## config.mk

```make
export PLATFORM = sky130hd
export DESIGN_NAME = markup_lexer_tokenizer_unit
export DESIGN_NICKNAME = d
export VERILOG_FILES = /design/src/rtl/core/mlt_pkg.sv /design/src/rtl/core/markup_lexer_tokenizer_unit.sv /design/src/rtl/core/mlt_front.sv /design/src/rtl/core/mlt_queue.sv /design/src/rtl/core/mlt_back.sv
export SDC_FILE = /design/constraint.sdc
export NUM_CORES = 1
export LEC_CHECK = 0
export ABC_AREA = 1
export BUFFER_PORTS_ARGS = -buffer_cell sky130_fd_sc_hd__buf_2
export CORE_AREA = 8 8 183 185
export DETAILED_ROUTE_END_ITERATION = 8
export DIE_AREA = 0 0 191 193
export PLACE_DENSITY = 0.69
export SLEW_MARGIN = 20
export SYNTH_ARGS = -nofsm -noshare
export SYNTH_HDL_FRONTEND = slang
export SYNTH_SLANG_ARGS = --single-unit
```

## constraint.sdc

```tcl
create_clock -name clk_i -period 8.06 [get_ports clk_i]
set_input_delay 2.418 -clock clk_i [delete_from_list [all_inputs] [get_ports clk_i]]
set_output_delay 2.418 -clock clk_i [all_outputs]
set_load 0.01 [all_outputs]
```

## src/rtl/core/mlt_pkg.sv

```systemverilog
// Shared types and constants of the markup lexer tokenizer.
`timescale 1ns / 1ps

package mlt_pkg;

  // Most result items one input byte can cause.
  localparam int unsigned MaxItems = 5;
  localparam int unsigned ItemCntW = 3;

  // Default number of byte bundles between front and back.
  localparam int unsigned LexQueueDepth = 4;

  typedef enum logic [1:0] {
    ItemContent = 2'd0,
    ItemEnd     = 2'd1,
    ItemEos     = 2'd2
  } item_kind_e;

  typedef enum logic [3:0] {
    TkLine    = 4'd0,
    TkBlock   = 4'd1,
    TkGen     = 4'd2,
    TkIdent   = 4'd3,
    TkString  = 4'd4,
    TkNumber  = 4'd5,
    TkLbrace  = 4'd6,
    TkRbrace  = 4'd7,
    TkColon   = 4'd8,
    TkSemi    = 4'd9,
    TkEquals  = 4'd10,
    TkUnknown = 4'd11
  } token_kind_e;

  typedef struct packed {
    item_kind_e  kind;
    token_kind_e tk;
    logic [7:0]  data;
  } lex_item_t;

  // All items caused by one accepted byte, in order.
  typedef struct packed {
    logic [ItemCntW-1:0]          count;
    lex_item_t [MaxItems-1:0]     items;
  } lex_bundle_t;

  typedef struct packed {
    logic full;
    logic empty;
  } lex_q_stat_t;

endpackage

```

## src/rtl/core/markup_lexer_tokenizer_unit.sv

```systemverilog
// Top level of the streaming markup lexer tokenizer.
`timescale 1ns / 1ps

// Streaming lexer: takes one source byte per transaction (is_final_i marks the
// last byte of a text) and returns a stream of result items: content bytes
// tagged with their token kind, a token-end item after every token, and one
// end-of-stream item after the final byte. The front end accepts one byte
// every cycle while the bundle queue has room; each byte yields zero to five
// items, packed into one bundle. The back end drains the queue at one item
// per cycle while the output is not stalled, so the sustained rate is one
// byte per cycle when bytes average at most one item each, and the back end
// sets the pace otherwise; the queue (QueueDepth bundles) absorbs bursts
// such as token ends and closes at the final byte. Whitespace in idle mode
// yields no item. Items pass the queue memory, then a registered output.
// There is no configuration; reset returns to idle between tokens.

module markup_lexer_tokenizer_unit import mlt_pkg::*; #(
  parameter int unsigned QueueDepth = LexQueueDepth
) (
  input  logic       clk_i,
  input  logic       rst_ni,
  input  logic       in_valid_i,
  output logic       in_stall_o,
  input  logic [7:0] in_byte_i,
  input  logic       is_final_i,
  output logic       out_valid_o,
  input  logic       out_stall_i,
  output logic [1:0] item_kind_o,
  output logic [3:0] token_kind_o,
  output logic [7:0] out_byte_o
);

  logic        push, pop;
  lex_bundle_t bundle_in, bundle_head;
  lex_q_stat_t q_stat;

  // Classify each byte and advance the lexer mode.
  mlt_front u_front (
    .clk_i      (clk_i),
    .rst_ni     (rst_ni),
    .in_valid_i (in_valid_i),
    .in_stall_o (in_stall_o),
    .in_byte_i  (in_byte_i),
    .is_final_i (is_final_i),
    .q_stat_i   (q_stat),
    .push_o     (push),
    .bundle_o   (bundle_in)
  );

  // Hold bundles so either side can stall on its own.
  mlt_queue #(
    .Depth (QueueDepth)
  ) u_queue (
    .clk_i    (clk_i),
    .rst_ni   (rst_ni),
    .push_i   (push),
    .bundle_i (bundle_in),
    .pop_i    (pop),
    .head_o   (bundle_head),
    .stat_o   (q_stat)
  );

  // Emit the items of each bundle in order.
  mlt_back u_back (
    .clk_i        (clk_i),
    .rst_ni       (rst_ni),
    .head_i       (bundle_head),
    .q_stat_i     (q_stat),
    .pop_o        (pop),
    .out_valid_o  (out_valid_o),
    .out_stall_i  (out_stall_i),
    .item_kind_o  (item_kind_o),
    .token_kind_o (token_kind_o),
    .out_byte_o   (out_byte_o)
  );

endmodule

```

## src/rtl/core/mlt_front.sv

```systemverilog
// Front end: accepts source bytes, tracks lexer mode, builds result bundles.
`timescale 1ns / 1ps

module mlt_front import mlt_pkg::*; (
  input  logic        clk_i,
  input  logic        rst_ni,
  input  logic        in_valid_i,
  output logic        in_stall_o,
  input  logic [7:0]  in_byte_i,
  input  logic        is_final_i,
  input  lex_q_stat_t q_stat_i,
  output logic        push_o,
  output lex_bundle_t bundle_o
);

  typedef enum logic [6:0] {
    ModeIdle   = 7'b0000001,
    ModeLine   = 7'b0000010,
    ModeBlock  = 7'b0000100,
    ModeGen    = 7'b0001000,
    ModeIdent  = 7'b0010000,
    ModeNumber = 7'b0100000,
    ModeString = 7'b1000000
  } mode_e;

  localparam logic [7:0] ChSlash  = 8'h2F;
  localparam logic [7:0] ChStar   = 8'h2A;
  localparam logic [7:0] ChHash   = 8'h23;
  localparam logic [7:0] ChSpace  = 8'h20;
  localparam logic [7:0] ChLf     = 8'h0A;
  localparam logic [7:0] ChDquote = 8'h22;
  localparam logic [7:0] ChSquote = 8'h27;
  localparam logic [7:0] ChLbrace = 8'h7B;
  localparam logic [7:0] ChRbrace = 8'h7D;
  localparam logic [7:0] ChColon  = 8'h3A;
  localparam logic [7:0] ChSemi   = 8'h3B;
  localparam logic [7:0] ChEquals = 8'h3D;
  localparam logic [7:0] ChUnder  = 8'h5F;
  localparam int unsigned NumSlots = 8;

  function automatic logic is_ws(logic [7:0] b);
    return b == ChSpace || b == 8'h09 || b == ChLf || b == 8'h0B || b == 8'h0C || b == 8'h0D;
  endfunction

  function automatic logic is_digit(logic [7:0] b);
    return b >= 8'h30 && b <= 8'h39;
  endfunction

  function automatic logic is_alpha(logic [7:0] b);
    return (b >= 8'h61 && b <= 8'h7A) || (b >= 8'h41 && b <= 8'h5A);
  endfunction

  function automatic token_kind_e mode_kind(mode_e m);
    token_kind_e tk;
    case (m)
      ModeLine:   tk = TkLine;
      ModeBlock:  tk = TkBlock;
      ModeGen:    tk = TkGen;
      ModeIdent:  tk = TkIdent;
      ModeNumber: tk = TkNumber;
      default:    tk = TkString;
    endcase
    return tk;
  endfunction

  function automatic lex_item_t mk_item(item_kind_e k, token_kind_e tk, logic [7:0] d);
    lex_item_t it;
    it.kind = k;
    it.tk   = tk;
    it.data = d;
    return it;
  endfunction

  mode_e      mode_q, mode_d;
  logic [7:0] held_q, held_d;
  logic       hv_q, hv_d;
  logic       qs_q, qs_d;

  logic accept;
  assign accept     = in_valid_i && !q_stat_i.full;
  assign in_stall_o = q_stat_i.full;

  // Classification of the byte as a token start.
  mode_e       fi_mode;
  logic        fi_hold;
  logic        fi_str;
  logic [1:0]  fi_n;
  token_kind_e fi_tk;

  always_comb begin
    fi_mode = ModeIdle;
    fi_hold = 1'b0;
    fi_str  = 1'b0;
    fi_n    = 2'd0;
    fi_tk   = TkUnknown;
    if (is_ws(in_byte_i)) begin
      fi_n = 2'd0;
    end else if (in_byte_i == ChSlash || in_byte_i == ChHash) begin
      fi_hold = 1'b1;
    end else if (is_alpha(in_byte_i) || in_byte_i == ChUnder) begin
      fi_mode = ModeIdent;
      fi_n    = 2'd1;
      fi_tk   = TkIdent;
    end else if (in_byte_i == ChDquote || in_byte_i == ChSquote) begin
      fi_mode = ModeString;
      fi_str  = 1'b1;
    end else if (is_digit(in_byte_i)) begin
      fi_mode = ModeNumber;
      fi_n    = 2'd1;
      fi_tk   = TkNumber;
    end else begin
      fi_n = 2'd2;
      case (in_byte_i)
        ChLbrace: fi_tk = TkLbrace;
        ChRbrace: fi_tk = TkRbrace;
        ChColon:  fi_tk = TkColon;
        ChSemi:   fi_tk = TkSemi;
        ChEquals: fi_tk = TkEquals;
        default:  fi_tk = TkUnknown;
      endcase
    end
  end

  // Slots: 0,1 mode step; 2,3 token start; 4..6 close at final byte; 7 end of stream.
  lex_item_t           slot [NumSlots];
  logic [NumSlots-1:0] slot_en;
  logic                use_fi;
  lex_bundle_t         bundle;
  logic [ItemCntW-1:0] cnt;

  always_comb begin
    mode_d  = mode_q;
    held_d  = held_q;
    hv_d    = hv_q;
    qs_d    = qs_q;
    use_fi  = 1'b0;
    slot_en = '0;
    for (int i = 0; i < NumSlots; i++) begin
      slot[i] = '0;
    end

    case (mode_q)
      ModeLine, ModeGen: begin
        if (in_byte_i == ChLf) begin
          slot_en[0] = 1'b1;
          slot[0]    = mk_item(ItemEnd, mode_kind(mode_q), 8'h00);
          mode_d     = ModeIdle;
        end else begin
          slot_en[0] = 1'b1;
          slot[0]    = mk_item(ItemContent, mode_kind(mode_q), in_byte_i);
        end
      end
      ModeBlock: begin
        if (hv_q) begin
          if (in_byte_i == ChSlash) begin
            hv_d       = 1'b0;
            held_d     = 8'h00;
            slot_en[0] = 1'b1;
            slot[0]    = mk_item(ItemEnd, TkBlock, 8'h00);
            mode_d     = ModeIdle;
          end else if (in_byte_i == ChStar) begin
            slot_en[0] = 1'b1;
            slot[0]    = mk_item(ItemContent, TkBlock, ChStar);
          end else begin
            hv_d       = 1'b0;
            held_d     = 8'h00;
            slot_en[1:0] = 2'b11;
            slot[0]    = mk_item(ItemContent, TkBlock, ChStar);
            slot[1]    = mk_item(ItemContent, TkBlock, in_byte_i);
          end
        end else if (in_byte_i == ChStar) begin
          held_d = in_byte_i;
          hv_d   = 1'b1;
        end else begin
          slot_en[0] = 1'b1;
          slot[0]    = mk_item(ItemContent, TkBlock, in_byte_i);
        end
      end
      ModeIdent: begin
        slot_en[0] = 1'b1;
        if (is_alpha(in_byte_i) || is_digit(in_byte_i) || in_byte_i == ChUnder) begin
          slot[0] = mk_item(ItemContent, TkIdent, in_byte_i);
        end else begin
          slot[0] = mk_item(ItemEnd, TkIdent, 8'h00);
          use_fi  = 1'b1;
        end
      end
      ModeNumber: begin
        slot_en[0] = 1'b1;
        if (is_digit(in_byte_i)) begin
          slot[0] = mk_item(ItemContent, TkNumber, in_byte_i);
        end else begin
          slot[0] = mk_item(ItemEnd, TkNumber, 8'h00);
          use_fi  = 1'b1;
        end
      end
      ModeString: begin
        slot_en[0] = 1'b1;
        if (in_byte_i == (qs_q ? ChSquote : ChDquote)) begin
          slot[0] = mk_item(ItemEnd, TkString, 8'h00);
          mode_d  = ModeIdle;
          qs_d    = 1'b0;
        end else begin
          slot[0] = mk_item(ItemContent, TkString, in_byte_i);
        end
      end
      default: begin
        if (hv_q) begin
          hv_d   = 1'b0;
          held_d = 8'h00;
          if (held_q == ChSlash && in_byte_i == ChSlash) begin
            mode_d = ModeLine;
          end else if (held_q == ChSlash && in_byte_i == ChStar) begin
            mode_d = ModeBlock;
          end else if (held_q == ChHash && in_byte_i == ChSpace) begin
            mode_d = ModeGen;
          end else begin
            slot_en[1:0] = 2'b11;
            slot[0]      = mk_item(ItemContent, TkUnknown, held_q);
            slot[1]      = mk_item(ItemEnd, TkUnknown, 8'h00);
            use_fi       = 1'b1;
          end
        end else begin
          use_fi = 1'b1;
        end
      end
    endcase

    // Start a new token from idle.
    if (use_fi) begin
      mode_d = fi_mode;
      if (fi_hold) begin
        held_d = in_byte_i;
        hv_d   = 1'b1;
      end
      if (fi_str) begin
        qs_d = (in_byte_i == ChSquote);
      end
      slot_en[2] = (fi_n != 2'd0);
      slot_en[3] = (fi_n == 2'd2);
      slot[2]    = mk_item(ItemContent, fi_tk, in_byte_i);
      slot[3]    = mk_item(ItemEnd, fi_tk, 8'h00);
    end

    // Close whatever is open at the final byte, then return to reset state.
    if (is_final_i) begin
      if (mode_d == ModeIdle) begin
        if (hv_d) begin
          slot_en[5] = 1'b1;
          slot_en[6] = 1'b1;
          slot[5]    = mk_item(ItemContent, TkUnknown, held_d);
          slot[6]    = mk_item(ItemEnd, TkUnknown, 8'h00);
        end
      end else begin
        if (mode_d == ModeBlock && hv_d) begin
          slot_en[4] = 1'b1;
          slot[4]    = mk_item(ItemContent, TkBlock, ChStar);
        end
        slot_en[5] = 1'b1;
        slot[5]    = mk_item(ItemEnd, mode_kind(mode_d), 8'h00);
      end
      slot_en[7] = 1'b1;
      slot[7]    = mk_item(ItemEos, TkLine, 8'h00);
      mode_d     = ModeIdle;
      held_d     = 8'h00;
      hv_d       = 1'b0;
      qs_d       = 1'b0;
    end

    // Pack the enabled slots in order, dropping any beyond the bundle size.
    bundle = '0;
    cnt    = '0;
    for (int i = 0; i < NumSlots; i++) begin
      if (slot_en[i] && cnt < ItemCntW'(MaxItems)) begin
        bundle.items[cnt] = slot[i];
        cnt = cnt + 1'b1;
      end
    end
    bundle.count = cnt;
  end

  assign bundle_o = bundle;
  assign push_o   = accept && (cnt != '0);

  always_ff @(posedge clk_i or negedge rst_ni) begin
    if (!rst_ni) begin
      mode_q <= ModeIdle;
      held_q <= 8'h00;
      hv_q   <= 1'b0;
      qs_q   <= 1'b0;
    end else if (accept) begin
      mode_q <= mode_d;
      held_q <= held_d;
      hv_q   <= hv_d;
      qs_q   <= qs_d;
    end
  end

endmodule

```

## src/rtl/core/mlt_queue.sv

```systemverilog
// Bundle queue between the lexer front end and the item back end.
`timescale 1ns / 1ps

module mlt_queue import mlt_pkg::*; #(
  parameter int unsigned Depth = LexQueueDepth
) (
  input  logic        clk_i,
  input  logic        rst_ni,
  input  logic        push_i,
  input  lex_bundle_t bundle_i,
  input  logic        pop_i,
  output lex_bundle_t head_o,
  output lex_q_stat_t stat_o
);

  localparam int unsigned PtrW = (Depth > 1) ? $clog2(Depth) : 1;
  localparam int unsigned CntW = $clog2(Depth + 1);

  lex_bundle_t     mem_q [Depth];
  logic [PtrW-1:0] wr_q, wr_d;
  logic [PtrW-1:0] rd_q, rd_d;
  logic [CntW-1:0] cnt_q, cnt_d;
  logic            do_push, do_pop;

  assign stat_o.full  = (cnt_q == CntW'(Depth));
  assign stat_o.empty = (cnt_q == '0);
  assign do_push      = push_i && !stat_o.full;
  assign do_pop       = pop_i && !stat_o.empty;
  assign head_o       = mem_q[rd_q];

  always_comb begin
    wr_d  = wr_q;
    rd_d  = rd_q;
    cnt_d = cnt_q;
    if (do_push) begin
      wr_d = (wr_q == PtrW'(Depth - 1)) ? '0 : wr_q + 1'b1;
    end
    if (do_pop) begin
      rd_d = (rd_q == PtrW'(Depth - 1)) ? '0 : rd_q + 1'b1;
    end
    if (do_push && !do_pop) begin
      cnt_d = cnt_q + 1'b1;
    end else if (do_pop && !do_push) begin
      cnt_d = cnt_q - 1'b1;
    end
  end

  always_ff @(posedge clk_i) begin
    if (do_push) begin
      mem_q[wr_q] <= bundle_i;
    end
  end

  always_ff @(posedge clk_i or negedge rst_ni) begin
    if (!rst_ni) begin
      wr_q  <= '0;
      rd_q  <= '0;
      cnt_q <= '0;
    end else begin
      wr_q  <= wr_d;
      rd_q  <= rd_d;
      cnt_q <= cnt_d;
    end
  end

endmodule

```

## src/rtl/core/mlt_back.sv

```systemverilog
// Back end: walks the head bundle and drives one result item per cycle while the output is not stalled.
`timescale 1ns / 1ps

module mlt_back import mlt_pkg::*; (
  input  logic        clk_i,
  input  logic        rst_ni,
  input  lex_bundle_t head_i,
  input  lex_q_stat_t q_stat_i,
  output logic        pop_o,
  output logic        out_valid_o,
  input  logic        out_stall_i,
  output logic [1:0]  item_kind_o,
  output logic [3:0]  token_kind_o,
  output logic [7:0]  out_byte_o
);

  logic [ItemCntW-1:0] idx_q, idx_d;
  logic                valid_q, valid_d;
  lex_item_t           item_q;
  logic                load, last;

  // Load the next item when the output register is free or being taken.
  assign load  = !q_stat_i.empty && (!valid_q || !out_stall_i);
  assign last  = (idx_q == ItemCntW'(head_i.count - 1'b1));
  assign pop_o = load && last;

  always_comb begin
    idx_d   = idx_q;
    valid_d = valid_q;
    if (load) begin
      idx_d   = last ? '0 : idx_q + 1'b1;
      valid_d = 1'b1;
    end else if (!out_stall_i) begin
      valid_d = 1'b0;
    end
  end

  always_ff @(posedge clk_i) begin
    if (load) begin
      item_q <= head_i.items[idx_q];
    end
  end

  always_ff @(posedge clk_i or negedge rst_ni) begin
    if (!rst_ni) begin
      idx_q   <= '0;
      valid_q <= 1'b0;
    end else begin
      idx_q   <= idx_d;
      valid_q <= valid_d;
    end
  end

  assign out_valid_o  = valid_q;
  assign item_kind_o  = item_q.kind;
  assign token_kind_o = item_q.tk;
  assign out_byte_o   = item_q.data;

endmodule

```

==> results.md <==
* Outcome: completed
* Worst hold path class: flop to flop
* Layout Cells excl Fill at 2,132
* Final HPWL DP at 32.1 mm
* Layout Nets at 1,733
* Clock Latency Late Sink at 0.52 ns
* Die Wd at 191 um
* Fin Setup TNS at 0 ns
* Dpl ws at -0.0129 ns
* ANT nets after route at 0
* Slew headroom at 0.382
* Worst r2r dst: u_queue.cnt_q[2]
* Worst hold path depth at 2
* Synth warn at 0
* Worst hold start: u_back.out_valid_o
* CP most frequent cell: nand2_2
* First DRT Iteration DRCs at 1,256
* Final Skew at 0.0145 ns
* Most frequent cells in the layout: edfxtp_1, nor2_1, o21ai_0
* Vias at 12,800
* Post-synth EDFFs at 306
* FP Rows at 65
* Pre-Repair DR Iteration Count at 6
* Core Region at 30,800 um2
* Worst vdd ir at 0.000282 V
* Commonest non-fill, non-tap cell in the layout: edfxtp_1
* Post-synth ARST share at 0.0838
* Leakage power figure at 7.15 nW
* Clk sinks at 334
* GRT Total Usage at 0.251
* I/O Pins at 29
* Global-route wire length before repair at 71.3 mm
* Post-CTS setup buffer count at 0
* Worst r2r src: u_front.mode_q[0]
* Deepest clock path buffer count at 3
* Area after DPL at 17,800 um2
* Inserted Diodes at 0
* Cells after DPL at 2,068
* Gr ovfl total at 0
* Drt wl/cell at 21.7 um
* Post-CTS Hold Buffers at 0
* Post-Syn Nets at 1,671
* RSZ-0062 raised after global routing: no
* Worst EP required at 8.45 ns
* Worst Setup Start Kind: primary input
* Vias in the first global route at 12,300
* P&R area growth vs syn at 13.8%
* Initial Utilization at 0.539
* Post-cts resize count at 0
* Synth Instances at 1,641
* Port-buffer cells at 28
* Drt drc at 0
* Tcrit/Tclk final at 0.931
* Synthesized cell area at 16,600 um2
* Max-cap violations at 0
* Die area at 36,900 um2
* Die span in y at 193 um
* Top_reg_cell synth: edfxtp_1
* Worst Setup End Kind: flop
* Final min period at 7.50 ns
* DRT Wirelength at 46.2 mm
* CTS tree: done
* Fin worst setup slack at 0.556 ns
* Seq/Total Area, Yosys at 0.595
* Final Cell Area at 18,900 um2
* Synth Area per Inst at 10.1 um2
* PnR Total Power at 6.35 mW
* CTS Buf Count at 35
* Hold endpoint: u_back.out_valid_o
* Largest net degree at the start of global routing at 86
* Layout fillers at 2,485
* Max stage delay cell, worst path: fa_1
* Max Transition Viols Final at 0
* FF-to-FF setup slack at 1.53 ns
* Worst-case reg-to-reg path depth at 46
* H-tree levels at 2
* Yosys cell types at 58
* Critical Path Source: in_byte_i[6]
* Layout cells sized above 1 at 0.166
* Kind of critical path: primary input to flop
* Root Buffer: clkbuf_16
* Initial antenna violation count at 1
* Drt via density at 5.99
* Count of state elements after synthesis at 334
* Crit-path max cell delay at 0.59 ns
* CTS clock-pin slew for the worst setup and hold paths at 0.06 ns
* Final hold vios at 0
* WP data arrival at 7.90 ns
* Fmax at 133 MHz
* Setup Viol. Count Final at 0
* Actual slew at the worst max-slew pin at 0.917 ns
* Largest fanout on the critical path at 6
* Routability Congestion at 1.00
* Cell Pwr Density at 336 nW/um2
metal layers:
layer | global-route usage | part of all wire | up-vias
met5 | 0 | 0.00035 | -
met4 | 0.0865 | 0.033 | 2
met3 | 0.0345 | 0.082 | 85
met2 | 0.401 | 0.46 | 555
met1 | 0.348 | 0.42 | 6161
li1 | - | - | 5959
registers in the layout (all words and copies together), names as in the netlist:
register and count:
u_front.mode_q 7, u_front.qs_q 1, u_queue.wr_q 2, u_queue.cnt_q 3
u_front.held_q 8, u_back.out_byte_o 8, u_back.token_kind_o 4, u_queue.rd_q 2
u_front.hv_q 1, u_queue.mem_q 292, u_back.item_kind_o 2, u_back.out_valid_o 1
u_back.idx_q 3
power breakdown:
group / internal [mW] / leakage, nW / switching (mW) / total [mW]
combinational: 0.708 / 3.39 / 1.64 / 2.34
sequential: 2.38 / 3.23 / 0.0984 / 2.48
clock: 0.872 / 0.525 / 0.655 / 1.53
total: 3.97 / 7.15 / 2.39 / 6.35
cell families after synthesis:
| group | count (synthesis) | share of synthesized area |
|---|---|---|
| and+or+nand+nor | 603 | 0.168 |
| xor gates and xnor gates | 7 | 0.00369 |
| AOI/OAI and AO/OA | 427 | 0.160 |
| buffers and inverters | 252 | 0.0593 |
| adders and majority gates | 17 | 0.0137 |
| DFF | 334 | 0.595 |
| muxes | 1 | 0.000678 |
cells in the mapped netlist, types with 25 or more instances:
master	number	area [um2]
nand2_1	183	687
o221ai_1	43	377
o21ai_0	200	1000
nand3_1	53	265
o22ai_1	53	332
dfrtp_1	27	676
edfxtp_1	306	9190
nor2_1	262	983
clkbuf_1	61	229
nand2_2	25	156
inv_1	158	593
a21oi_1	50	250
through the flow:
step,utilization,hold slack [ns]
after CTS,0.613,0.511
final,0.614,0.509
after global placement,0.578,0.482
after global routing,0.614,0.545
after floorplan,-,0.492
after detailed placement,0.578,0.488
critical path, delay by kind of cell:
kind | cells | cell delay (ns)
AND/OR/NAND/NOR | 23 | 2.33
adder cells (fa/ha/maj) | 6 | 1.69
buffers and inverters | 10 | 0.70
AO/OA/AOI/OAI | 4 | 0.48
XOR/XNOR | 2 | 0.28
cell type report:
| class | instances | area (um2) | area share |
|---|---|---|---|
| Clock buffer | 48 | 956 | 0.0505 |
| Tap cell | 402 | 503 | 0.0266 |
| Clock inverter | 16 | 129 | 0.00681 |
| Inverter | 178 | 676 | 0.0357 |
| Multi-Input combinational cell | 1055 | 5920 | 0.313 |
| Timing Repair Buffer | 99 | 838 | 0.0443 |
| Sequential cell | 334 | 9900 | 0.523 |
worst max-delay path by stage:
stage,depth (start not counted),slack (ns),to
2_1_floorplan,38,0.004,u_queue.mem_q[0][0]
3_3_place_gp,44,0.11,u_queue.cnt_q[2]
3_5_place_dp,44,-0.01,u_queue.cnt_q[2]
4_1_cts,44,0.51,u_queue.cnt_q[2]
5_1_grt,48,0.03,u_queue.cnt_q[2]
6_report,45,0.56,u_queue.cnt_q[2]
Note: power is estimated with default switching activity, not from simulation.
